## src/calendar_date_to_epoch_seconds_macros.svh

```systemverilog
// ============================================================================
// calendar_date_to_epoch_seconds_macros
// Assertion helpers shared by the year and scale stages of the date-to-epoch pipeline.
// ============================================================================
`ifndef CALENDAR_DATE_TO_EPOCH_SECONDS_MACROS_SVH
`define CALENDAR_DATE_TO_EPOCH_SECONDS_MACROS_SVH

// same-cycle implication, checked outside reset
`define CDE_ASSERT_NOW(lbl, clk, rst_n, ante, cons, msg) \
    lbl: assert property (@(posedge clk) disable iff (!(rst_n)) (ante) |-> (cons)) \
        else $error(msg);

// next-cycle implication, checked outside reset
`define CDE_ASSERT_NEXT(lbl, clk, rst_n, ante, cons, msg) \
    lbl: assert property (@(posedge clk) disable iff (!(rst_n)) (ante) |=> (cons)) \
        else $error(msg);

`endif

```

## src/cde_pkg.sv

```systemverilog
// ============================================================================
// cde_pkg
// Shared constants, beat types and the month table of the date-to-epoch pipe.
// ============================================================================
package cde_pkg;

    localparam int YEAR_W    = 12;
    localparam int MONTH_W   = 4;
    localparam int DAY_W     = 5;
    localparam int HOUR_W    = 5;
    localparam int MINUTE_W  = 6;
    localparam int SECOND_W  = 6;
    localparam int EPOCH_W   = 36;

    // day counts and seconds of day
    localparam int DAYS_W    = 20;
    localparam int LEAPS_W   = 10;
    localparam int DBM_W     = 9;
    localparam int TOD_W     = 17;

    localparam logic [YEAR_W-1:0] CENTURY_BASE = 12'd2000;
    localparam logic [YEAR_W-1:0] EPOCH_YEAR   = 12'd1970;

    // leap years in 1..1969
    localparam logic [LEAPS_W:0] LEAPS_BEFORE_EPOCH = 11'd477;

    // n / 100 == (n * 5243) >> 19 for every n below 43690
    localparam int DIV100_SHIFT = 19;
    localparam int DIV100_PROD_W = 25;
    localparam int Q100_W = DIV100_PROD_W - DIV100_SHIFT;
    localparam logic [DIV100_PROD_W-1:0] DIV100_MUL = 25'd5243;

    localparam logic [EPOCH_W-1:0] SECS_PER_DAY = 36'd86400;

    localparam logic [MONTH_W-1:0] MONTH_JAN = 4'd1;
    localparam logic [MONTH_W-1:0] MONTH_FEB = 4'd2;
    localparam logic [MONTH_W-1:0] MONTH_DEC = 4'd12;

    // beat leaving the year stages
    typedef struct packed {
        logic [DAYS_W-1:0]  yr_days;
        logic [LEAPS_W-1:0] leaps;
        logic               leap;
        logic [MONTH_W-1:0] month;
        logic [DAY_W-1:0]   day;
        logic [TOD_W-1:0]   tod;
    } t_yr_beat;

    // beat leaving the day accumulator
    typedef struct packed {
        logic [DAYS_W-1:0] days_m1;
        logic [TOD_W-1:0]  tod;
    } t_day_beat;

    // days in a common year before the first of the month
    function automatic logic [DBM_W-1:0] days_before(input logic [MONTH_W-1:0] month);
        logic [DBM_W-1:0] d;
        case (month)
            4'd1:    d = 9'd0;
            4'd2:    d = 9'd31;
            4'd3:    d = 9'd59;
            4'd4:    d = 9'd90;
            4'd5:    d = 9'd120;
            4'd6:    d = 9'd151;
            4'd7:    d = 9'd181;
            4'd8:    d = 9'd212;
            4'd9:    d = 9'd243;
            4'd10:   d = 9'd273;
            4'd11:   d = 9'd304;
            4'd12:   d = 9'd334;
            default: d = 9'd0;
        endcase
        return d;
    endfunction

endpackage

```

## src/cde_year.sv

```systemverilog
// ============================================================================
// cde_year
// Two stages: year folding, month clamp and time of day, then the divide by
// 100 by reciprocal, the leap test and the days of whole years since 1970.
// ============================================================================
`include "calendar_date_to_epoch_seconds_macros.svh"

module cde_year (
    input  logic                         i_clk,
    input  logic                         i_rst_n,
    input  logic                         i_valid,
    input  logic [cde_pkg::YEAR_W-1:0]   i_year,
    input  logic [cde_pkg::MONTH_W-1:0]  i_month,
    input  logic [cde_pkg::DAY_W-1:0]    i_day,
    input  logic [cde_pkg::HOUR_W-1:0]   i_hour,
    input  logic [cde_pkg::MINUTE_W-1:0] i_minute,
    input  logic [cde_pkg::SECOND_W-1:0] i_second,
    output logic                         o_valid,
    output cde_pkg::t_yr_beat            o_beat
);
    import cde_pkg::*;

    // stage 1 registers
    logic                     r_v1;
    logic [YEAR_W-1:0]        r_year;
    logic [MONTH_W-1:0]       r_month;
    logic [DAY_W-1:0]         r_day;
    logic [TOD_W-1:0]         r_tod;
    logic [DIV100_PROD_W-1:0] r_prod_y;
    logic [DIV100_PROD_W-1:0] r_prod_m1;

    logic [YEAR_W-1:0]        n_year;
    logic [MONTH_W-1:0]       n_month;
    logic [TOD_W-1:0]         n_tod;
    logic [DIV100_PROD_W-1:0] n_prod_y;
    logic [DIV100_PROD_W-1:0] n_prod_m1;

    // stage 2 registers
    logic     r_v2;
    t_yr_beat r_beat;
    t_yr_beat n_beat;

    logic [Q100_W-1:0]  w_q_y;
    logic [Q100_W-1:0]  w_q_m1;
    logic [YEAR_W-1:0]  w_ym1;
    logic [YEAR_W-1:0]  w_rem100;
    logic [LEAPS_W:0]   w_leaps;

    // fold years below 2000, clamp month, reciprocal products, time of day
    always_comb begin
        n_year = (i_year < CENTURY_BASE) ? i_year + CENTURY_BASE : i_year;
        if (i_month < MONTH_JAN) begin
            n_month = MONTH_JAN;
        end else if (i_month > MONTH_DEC) begin
            n_month = MONTH_DEC;
        end else begin
            n_month = i_month;
        end
        n_prod_y  = DIV100_PROD_W'(n_year) * DIV100_MUL;
        n_prod_m1 = DIV100_PROD_W'(n_year - 12'd1) * DIV100_MUL;
        n_tod     = TOD_W'(i_hour) * 17'd3600 + TOD_W'(i_minute) * 17'd60
                  + TOD_W'(i_second);
    end

    always_ff @(posedge i_clk) begin
        if (!i_rst_n) begin
            r_v1 <= 1'b0;
        end else begin
            r_v1 <= i_valid;
        end
        r_year    <= n_year;
        r_month   <= n_month;
        r_day     <= i_day;
        r_tod     <= n_tod;
        r_prod_y  <= n_prod_y;
        r_prod_m1 <= n_prod_m1;
    end

    // quotients by 100, leap test, leap count and whole-year days
    always_comb begin
        w_q_y    = r_prod_y[DIV100_SHIFT +: Q100_W];
        w_q_m1   = r_prod_m1[DIV100_SHIFT +: Q100_W];
        w_ym1    = r_year - 12'd1;
        w_rem100 = r_year - YEAR_W'(w_q_y) * 12'd100;
        w_leaps  = (LEAPS_W+1)'(w_ym1[YEAR_W-1:2]) - (LEAPS_W+1)'(w_q_m1)
                 + (LEAPS_W+1)'(w_q_m1[Q100_W-1:2]) - LEAPS_BEFORE_EPOCH;

        n_beat.yr_days = DAYS_W'(r_year - EPOCH_YEAR) * 20'd365;
        n_beat.leaps   = w_leaps[LEAPS_W-1:0];
        n_beat.leap    = ((r_year[1:0] == 2'd0) && (w_rem100 != 12'd0))
                      || ((w_rem100 == 12'd0) && (w_q_y[1:0] == 2'd0));
        n_beat.month   = r_month;
        n_beat.day     = r_day;
        n_beat.tod     = r_tod;
    end

    always_ff @(posedge i_clk) begin
        if (!i_rst_n) begin
            r_v2 <= 1'b0;
        end else begin
            r_v2 <= r_v1;
        end
        r_beat <= n_beat;
    end

    assign o_valid = r_v2;
    assign o_beat  = r_beat;

    // folded year stays in the 2000 onward range
    `CDE_ASSERT_NOW(a_year_folded, i_clk, i_rst_n, r_v1, r_year >= CENTURY_BASE, "year not folded")
    // clamped month lies in January..December
    `CDE_ASSERT_NOW(a_month_clamped, i_clk, i_rst_n, r_v1, (r_month >= MONTH_JAN) && (r_month <= MONTH_DEC), "month out of range")
    // a beat in stage 1 moves on to stage 2
    `CDE_ASSERT_NEXT(a_v1_to_v2, i_clk, i_rst_n, r_v1, r_v2, "stage 1 beat lost")

endmodule

```

## src/cde_accum.sv

```systemverilog
// ============================================================================
// cde_accum
// One stage: sums whole-year days, leap days, whole-month days and the day of
// the month into a zero-based day count.
// ============================================================================
module cde_accum (
    input  logic              i_clk,
    input  logic              i_rst_n,
    input  logic              i_valid,
    input  cde_pkg::t_yr_beat i_beat,
    output logic              o_valid,
    output cde_pkg::t_day_beat o_beat
);
    import cde_pkg::*;

    logic      r_v3;
    t_day_beat r_beat;
    t_day_beat n_beat;
    logic      w_extra;

    // leap day counts only once February is past
    always_comb begin
        w_extra        = i_beat.leap && (i_beat.month > MONTH_FEB);
        n_beat.days_m1 = i_beat.yr_days + DAYS_W'(i_beat.leaps)
                       + DAYS_W'(days_before(i_beat.month)) + DAYS_W'(w_extra)
                       + DAYS_W'(i_beat.day) - 20'd1;
        n_beat.tod     = i_beat.tod;
    end

    always_ff @(posedge i_clk) begin
        if (!i_rst_n) begin
            r_v3 <= 1'b0;
        end else begin
            r_v3 <= i_valid;
        end
        r_beat <= n_beat;
    end

    assign o_valid = r_v3;
    assign o_beat  = r_beat;

endmodule

```

## src/cde_scale.sv

```systemverilog
// ============================================================================
// cde_scale
// Two stages: day count times seconds per day, then the time of day added
// into the result register.
// ============================================================================
`include "calendar_date_to_epoch_seconds_macros.svh"

module cde_scale (
    input  logic                        i_clk,
    input  logic                        i_rst_n,
    input  logic                        i_valid,
    input  cde_pkg::t_day_beat          i_beat,
    output logic                        o_done,
    output logic [cde_pkg::EPOCH_W-1:0] o_epoch
);
    import cde_pkg::*;

    logic               r_v4;
    logic [EPOCH_W-1:0] r_prod;
    logic [TOD_W-1:0]   r_tod;
    logic [EPOCH_W-1:0] n_prod;

    logic               r_v5;
    logic [EPOCH_W-1:0] r_epoch;
    logic [EPOCH_W-1:0] n_epoch;

    // seconds of the whole days
    assign n_prod = EPOCH_W'(i_beat.days_m1) * SECS_PER_DAY;

    always_ff @(posedge i_clk) begin
        if (!i_rst_n) begin
            r_v4 <= 1'b0;
        end else begin
            r_v4 <= i_valid;
        end
        r_prod <= n_prod;
        r_tod  <= i_beat.tod;
    end

    // add the time of day
    assign n_epoch = r_prod + EPOCH_W'(r_tod);

    always_ff @(posedge i_clk) begin
        if (!i_rst_n) begin
            r_v5 <= 1'b0;
        end else begin
            r_v5 <= r_v4;
        end
        r_epoch <= n_epoch;
    end

    assign o_done  = r_v5;
    assign o_epoch = r_epoch;

    // a product beat always comes out as a result the next cycle
    `CDE_ASSERT_NEXT(a_v4_to_done, i_clk, i_rst_n, r_v4, r_v5, "product beat lost")
    // no result appears without a product beat before it
    `CDE_ASSERT_NEXT(a_no_spurious, i_clk, i_rst_n, !r_v4, !r_v5, "spurious result beat")

endmodule

```

## src/calendar_date_to_epoch_seconds.sv

```systemverilog
// Pipeline: the accepting edge loads the first of five register stages; the result strobe
// rises once the beat has passed through all five, r_v1 to r_v5 in that order.
// Throughput: one beat per cycle; the five register stages all advance every cycle.
// busy is always low, since results cannot be held off and nothing ever stalls.
// Reset (synchronous, active low) clears every stage valid bit; no beat is in flight after it.
// ============================================================================
// calendar_date_to_epoch_seconds
// Calendar date and time of day to seconds since 1970-01-01 00:00:00 UTC.
// ============================================================================
module calendar_date_to_epoch_seconds (
    input  logic                         i_clk,
    input  logic                         i_rst_n,
    input  logic                         start,
    output logic                         busy,
    input  logic [cde_pkg::YEAR_W-1:0]   i_year_in,
    input  logic [cde_pkg::MONTH_W-1:0]  i_month_in,
    input  logic [cde_pkg::DAY_W-1:0]    i_day_in,
    input  logic [cde_pkg::HOUR_W-1:0]   i_hour_in,
    input  logic [cde_pkg::MINUTE_W-1:0] i_minute_in,
    input  logic [cde_pkg::SECOND_W-1:0] i_second_in,
    output logic                         o_done,
    output logic [cde_pkg::EPOCH_W-1:0]  o_epoch_seconds
);
    import cde_pkg::*;

    logic      w_yr_valid;
    t_yr_beat  w_yr_beat;
    logic      w_day_valid;
    t_day_beat w_day_beat;
    logic      w_accept;

    // the pipe never stalls
    assign busy     = 1'b0;
    assign w_accept = start && !busy;

    // year, leap and whole-year days
    cde_year u_year (
        .i_clk    (i_clk),
        .i_rst_n  (i_rst_n),
        .i_valid  (w_accept),
        .i_year   (i_year_in),
        .i_month  (i_month_in),
        .i_day    (i_day_in),
        .i_hour   (i_hour_in),
        .i_minute (i_minute_in),
        .i_second (i_second_in),
        .o_valid  (w_yr_valid),
        .o_beat   (w_yr_beat)
    );

    // total day count
    cde_accum u_accum (
        .i_clk   (i_clk),
        .i_rst_n (i_rst_n),
        .i_valid (w_yr_valid),
        .i_beat  (w_yr_beat),
        .o_valid (w_day_valid),
        .o_beat  (w_day_beat)
    );

    // scale to seconds and add time of day
    cde_scale u_scale (
        .i_clk   (i_clk),
        .i_rst_n (i_rst_n),
        .i_valid (w_day_valid),
        .i_beat  (w_day_beat),
        .o_done  (o_done),
        .o_epoch (o_epoch_seconds)
    );

endmodule

```

## config.mk

```make
export PLATFORM = sky130hd
export DESIGN_NAME = calendar_date_to_epoch_seconds
export DESIGN_NICKNAME = d
export VERILOG_FILES = /design/src/cde_pkg.sv /design/src/cde_year.sv /design/src/cde_accum.sv /design/src/cde_scale.sv /design/src/calendar_date_to_epoch_seconds.sv
export VERILOG_INCLUDE_DIRS = /design/src /design/src/src
export SDC_FILE = /design/constraint.sdc
export NUM_CORES = 1
export LEC_CHECK = 0
export BUFFER_PORTS_ARGS = -buffer_cell sky130_fd_sc_hd__clkbuf_2
export CORE_ASPECT_RATIO = 1.25
export CORE_UTILIZATION = 60
export CTS_CLUSTER_SIZE = 28
export DETAILED_ROUTE_END_ITERATION = 8
export GPL_ROUTABILITY_DRIVEN = 1
export HOLD_SLACK_MARGIN = 0.02
export PLACE_DENSITY = 0.78
export SLEW_MARGIN = 20
export SYNTH_ARGS = -nofsm -noshare
export SYNTH_HDL_FRONTEND = slang
export SYNTH_SLANG_ARGS = --single-unit
```

## constraint.sdc

```tcl
create_clock -name i_clk -period 8 [get_ports i_clk]
set_input_delay 0.4 -clock i_clk [delete_from_list [all_inputs] [get_ports i_clk]]
set_output_delay 0.4 -clock i_clk [all_outputs]
set_load 0.01 [all_outputs]
```

Word-level counts from Yosys, hierarchy flattened

Memories as Yosys holds them, arrays and structs flattened. A register that Yosys moved wholly into a read port is not among the register bits.
Cells that the tools add are included.

Flip-flop bits (word level): 269
Bits in read-only memories: 144
Memories: 1
Output and inout port bits: 38
Word-level logic and storage cells: 62

Memory list:

| memory           | depth | width | rd ports | clocked after memory_dff | write ports | line          | RTL |
|---|---|---|---|---|---|---|---|
| (name not given) | 16    | 9     | 1        | 1                        | 0           | cde_pkg.sv:58 | `case (month)` |

Add/sub/neg operators: 16
$mul: 7
Mux-type cells: 2
Order comparisons: 4
Reductions and logical operators: 9

Operator list:

| operator                                             | number |
|---|---|
| adder 36 x 17 -> 36 bit                              | 1 |
| multiplier 20 x 10 -> 29 bit, second input constant  | 1 |
| multiplier 12 x 13 -> 25 bit, second input constant  | 1 |
| multiplier 25 x 13 -> 25 bit, second input constant  | 1 |
| adder 20 x 1 -> 20 bit                               | 1 |
| adder 20 x 10 -> 20 bit                              | 1 |
| adder 20 x 5 -> 20 bit                               | 1 |
| adder 20 x 9 -> 20 bit                               | 1 |
| multiplier 20 x 9 -> 20 bit, second input constant   | 1 |
| subtractor 20 x 1 -> 20 bit, second input constant   | 1 |
| adder 17 x 12 -> 17 bit                              | 1 |
| adder 17 x 6 -> 17 bit                               | 1 |
| multiplier 5 x 8 -> 13 bit, second input constant    | 1 |
| subtractor 12 x 1 -> 13 bit, second input constant   | 1 |
| subtractor 12 x 11 -> 13 bit, second input constant  | 1 |
| adder 12 x 11 -> 12 bit, second input constant       | 1 |
| zero test 12 bit                                     | 1 |
| < comparator 12 x 11 -> 1 bit, second input constant | 1 |
| two-way mux 12 bit                                   | 1 |
| nonzero test 12 bit                                  | 1 |
| subtractor 12 x 1 -> 12 bit, second input constant   | 1 |
| subtractor 12 bit                                    | 1 |
| adder 10 x 4 -> 10 bit                               | 1 |
| multiplier 6 x 4 -> 10 bit, second input constant    | 1 |
| 11 further kinds                                     | 14 |

Logic depth before layout (Yosys ltp)

Depth in word-level cells: 5
Gate-level depth with buffers: 32

Modules after synthesis

A second synthesis with hierarchy kept.

Cell total of the unflattened synthesis: 2,237
Area, all modules: 22,467.8 µm²

Modules (own cells, without submodules):

| module                         | times used | cells an instance | area each (µm²) |
|---|---|---|---|
| cde_year                       | 1          | 1,330             | 13,603.0 |
| cde_scale                      | 1          | 587               | 5,919.4 |
| cde_accum                      | 1          | 318               | 2,934.1 |
| calendar_date_to_epoch_seconds | 1          | 2                 | 11.3 |

Least setup slack after synthesis

Ideal clock, no wire load.

Path kind: input port to flip-flop
Start point: in i_year_in[5] in the netlist's numbering
End point: reg u_year.r_prod_m1[24]
Library setup time: 0.072 ns
Slack: 1.198 ns
Path buffers: 0
Data arrival time: 6.730 ns
Data required time: 7.928 ns
Stages: 29
Path through: inv_1 ha_1 and4b_1 a31oi_1 o21ai_0 inv_1 ha_1 nand2_1 nor3_1 xnor2_1 inv_1 fa_1 inv_1 ha_1 fa_1 fa_1 inv_1 fa_1 inv_1 ha_1 a21o_1 a21o_1 a21oi_1 o21ai_0 nor3_1 a211o_1 nor2_1 a2111oi_0 xnor2_1

Word-level cells in the longest chain between the ends: 4

Ends and longest elaborated chain:

| item                                                                            | line                                 | RTL |
|---|---|---|
| start, declared                                                                 | calendar_date_to_epoch_seconds.sv:15 | `input logic [cde_pkg::YEAR_W-1:0] i_year_in,` |
| adder 12 x 11 -> 12 bit / < comparator 12 x 11 -> 1 bit (equally long branches) | cde_year.sv:51                       | `n_year = (i_year < CENTURY_BASE) ? i_year + CENTURY_BASE : i_year;` |
| two-way mux 12 bit *                                                            | cde_year.sv:51                       |  |
| via u_year.n_year[5]                                                            | cde_year.sv:32                       | `logic [YEAR_W-1:0] n_year;` |
| subtractor 12 x 1 -> 13 bit *                                                   | cde_year.sv:60                       | `n_prod_m1 = DIV100_PROD_W'(n_year - 12'd1) * DIV100_MUL;` |
| multiplier 25 x 13 -> 25 bit *                                                  | cde_year.sv:60                       |  |
| via u_year.n_prod_m1[24]                                                        | cde_year.sv:36                       | `logic [DIV100_PROD_W-1:0] n_prod_m1;` |
| end signal, assigned                                                            | cde_year.sv:76                       | `r_prod_m1 <= n_prod_m1;` |
| end, declared                                                                   | cde_year.sv:30                       | `logic [DIV100_PROD_W-1:0] r_prod_m1;` |

The timed path passes the listed nets; every way through them passes the cells marked *.
A chain may end at the register's enable or synchronous reset.

Worst setup path after layout

Start point: in i_year_in[4] in the netlist's numbering
End point: reg u_year.r_prod_m1[24]

Word-level cells in the longest chain between the ends: 4

Ends and longest elaborated chain:

| item                                                                            | line |
|---|---|
| adder 12 x 11 -> 12 bit / < comparator 12 x 11 -> 1 bit (equally long branches) | cde_year.sv:51 |
| two-way mux 12 bit *                                                            | cde_year.sv:51 |
| subtractor 12 x 1 -> 13 bit *                                                   | cde_year.sv:60 |
| multiplier 25 x 13 -> 25 bit *                                                  | cde_year.sv:60 |
| via u_year.n_prod_m1[24]                                                        | cde_year.sv:36 |

Marked as above.

==> flow_summary.toml <==
[setup_path]
cp-start-kind = "input pin"
path_max_fanout = 14
required_ps = 8470
r2r_start = "u_year.r_year[1]$_DFF_P_"
r2r_slack_ps = 2370
r2r-end = "u_year.o_beat[56]$_DFF_P_"
end_kind = "register"
worstRegToRegCells = 21
worstPathArrival_ps = 7680
critical_path_class = "input pin to register"

[clock_network]
cts.sinks = 240
numCtsBuffers = 24
clockRootBuffer = "clkbuf_16"
cts_htree_levels = 1
cts_resized = 0
cts_tree = "yes"
post_cts_buffers = 0
clockBufferDepth = 3
clock_latency_ps = 540
clk_pin_slew_ps = 70

[routing]
drc = 0
first_pass_iters = 6
vias_per_cell = 5.169
num_vias = 14660
first_iter_violations = 390
wl_per_cell_um = 14.26
ant_nets = 0
drt_wl_total_mm = 40.45

[min_path]
min_path_type = "input pin to register"
min_to = "u_year.r_v1$_SDFF_PN0_"
min-delay-start = "start"
whs_path_depth = 2

[sta]
min_period_ps = 7210
fmax_ghz = 0.1387
final.setup.tns_ps = 0
fin_crit_sh = 0.9012
drv_slew = 0
rsz0062_at_grt = "no"
hold_viol_final = 0
maxSlewHeadroom = 0.4787
fin_worst_skew_ps = 24.29
worst_slew_pin_slew_ps = 762.2
setup_viol = 0

[yosys]
synth_common_cells = "inv_1, ha_1, dfxtp_1"
synth_top_area_frac = 0.2697
synthArstFlopShare = 0
synth_top_cell_by_area = "ha_1"
synth_seq_cells = 240
yosys_warnings = 0
synthesis.area_mm2 = 0.02231
ys_types = 68
syn_avg_cell_area_um2 = 9.984
netlist_instances = 2235
ys.flop_type = "dfxtp_1"
netlist_top_cells_area = "ha_1, dfxtp_1, fa_1"
synth.most_common_cell = "inv_1"
synth_edf_count = 0
synth.yosys.seq_area_share = 0.2153
syn-num-nets = 2984

[global_routing]
grt_pass1_wl_mm = 69.96
grt_max_degree = 16
track_usage = 0.2257
grt_overflow_total = 0
grt_pass1_vias = 15960
antenna_found_initial = 0

[run]
drv_cap = 0

[floorplan]
io_pins = 79
die-area_mm2 = 0.03797
fp.coreArea_mm2 = 0.03650
rows = 78
chipHeight_um = 217.6
fp.dieW_um = 174.5
start_util = 0.6113

[cells_and_area]
multi_input_area_mm2 = 0.01531
nFillCells = 2809
antenna_cells = 0
register_area_mm2 = 0.004805
area_growth_pct = 8.478
final_layout_size_suffix_gt1_frac = 0.06112
nets = 3089

[placed_design]
portBuffers = 77
place_congestion = 0.9432
place_hpwl_mm = 34.83

[outcome]
outcome = "finished, final reports clean"
[layout by cell type, fill, tap and decap left out, types with 4 or more instances in the layout]
master         count
inv_1            571
ha_1             481
dfxtp_1          240
fa_1             227
xnor2_1          143
a21oi_1           81
clkbuf_2          77
nand2_1           58
nor2_1            48
xor2_1            44
a21o_1            41
o21ai_0           37
nand3_1           28
clkbuf_16         25
o21bai_1          22
and3_1            21
nor3_1            16
nor2b_1           14
a211o_1           11
o21a_1            10
nand2b_1          10
and2_1            10
a31oi_1            9
dlygate4sd3_1      9
a211oi_1           8
or3_1              7
o211ai_1           7
nand4_1            6
buf_4              6
nor4_1             5
clkbuf_8           5
and4_1             4
o22ai_1            4
mux2i_1            4
a21boi_0           4
clkinvlp_4         4
[layer usage]
layer  share of wire  global-route usage  wire length, um
met5               0                   0                0
met4           0.054              0.1231             2176
met3           0.023             0.02109              919
met2            0.56              0.4591            22570
met1            0.37              0.2191            14780
[cell families after synthesis]
kind of cell	after synthesis	share of synthesized area
simple gates	237	0.05389
flops	240	0.2153
compound gates	265	0.07800
mux	8	0.004317
xor+xnor	191	0.07632
buf+inv	585	0.09863
fa+ha+maj	708	0.4734
other cells	1	0.0001681
[registers in the layout (all words and copies together), names as in the netlist, named ones only]
register	cells
u_year.o_valid	1
u_year.r_day	5
u_year.r_year	12
u_accum.o_beat	37
u_year.r_prod_y	6
u_scale.o_epoch	36
u_scale.r_tod	17
u_year.r_v1	1
u_scale.o_done	1
u_year.r_tod	17
u_year.r_prod_m1	6
u_year.o_beat	57
u_scale.r_prod	29
u_accum.o_valid	1
u_year.r_month	4
u_scale.r_v4	1
[worst max-delay path: stages]
cell and delay (ps):
clkbuf_2 160, inv_1 70, ha_1 190, and4b_1 280, a31oi_1 150, xnor2_1 520, ha_1 260, nand2_1 100
or3_4 380, a21bo_2 360, inv_1 350, fa_1 520, xnor2_1 300, fa_1 510, fa_1 500, inv_1 50
fa_1 530, inv_1 40, ha_1 310, a21o_1 170, a21o_1 170, a21oi_1 130, o21ai_0 110, nor3_1 140
a211o_1 220, nor2_1 60, a2111oi_0 510, xnor2_1 180
[worst max-delay path by stage]
stage	startpoint	end	slack, ps	depth (start not counted)
finish	i_year_in[4]	u_year.r_prod_m1[24]$_DFF_P_	790	28
global route	i_year_in[4]	u_year.r_prod_m1[24]$_DFF_P_	230	28
CTS	i_year_in[4]	u_year.r_prod_m1[24]$_DFF_P_	750	28
detailed placement	i_year_in[4]	u_year.r_prod_m1[24]$_DFF_P_	170	28
global placement	i_year_in[4]	u_year.r_prod_m1[24]$_DFF_P_	520	28
floorplan	i_year_in[5]	u_year.r_prod_m1[24]$_DFF_P_	1200	29
[timing repair]
| item | 4_1_cts | 5_1_grt |
|---|---|---|
| endpoints found under the setup margin | 0 | 0 |
| hold endpoints to repair | 9 | 0 |
| hold buffers | 9 | 0 |
[per-stage QoR]
stage                     hold WS, ps  cells  area, um^2  worst slack, ps  utilization
final                           88.68   2836       24210            790.2       0.6632
after global routing            75.26   2836       24210            225.6       0.6632
after CTS                       66.34   2836       24210            749.1       0.6632
after detailed placement        312.1   2785       23290            165.6       0.6381
after global placement          309.8   2785       23290            516.3       0.6381
after floorplan                 309.6   2235       22310             1198            -
[layout make-up]
class | instances | share of cell area
Inverter | 572 | 0.08870
Sequential cell | 240 | 0.1985
Clock buffer | 31 | 0.02884
Clock inverter | 11 | 0.005221
Tap cell | 480 | 0.02481
Timing Repair Buffer | 92 | 0.02150
Multi-Input combinational cell | 1410 | 0.6324
Power is left out: the tool's default activity adds up to more than one toggle a clock period on the data nets, which glitch-free logic cannot reach.
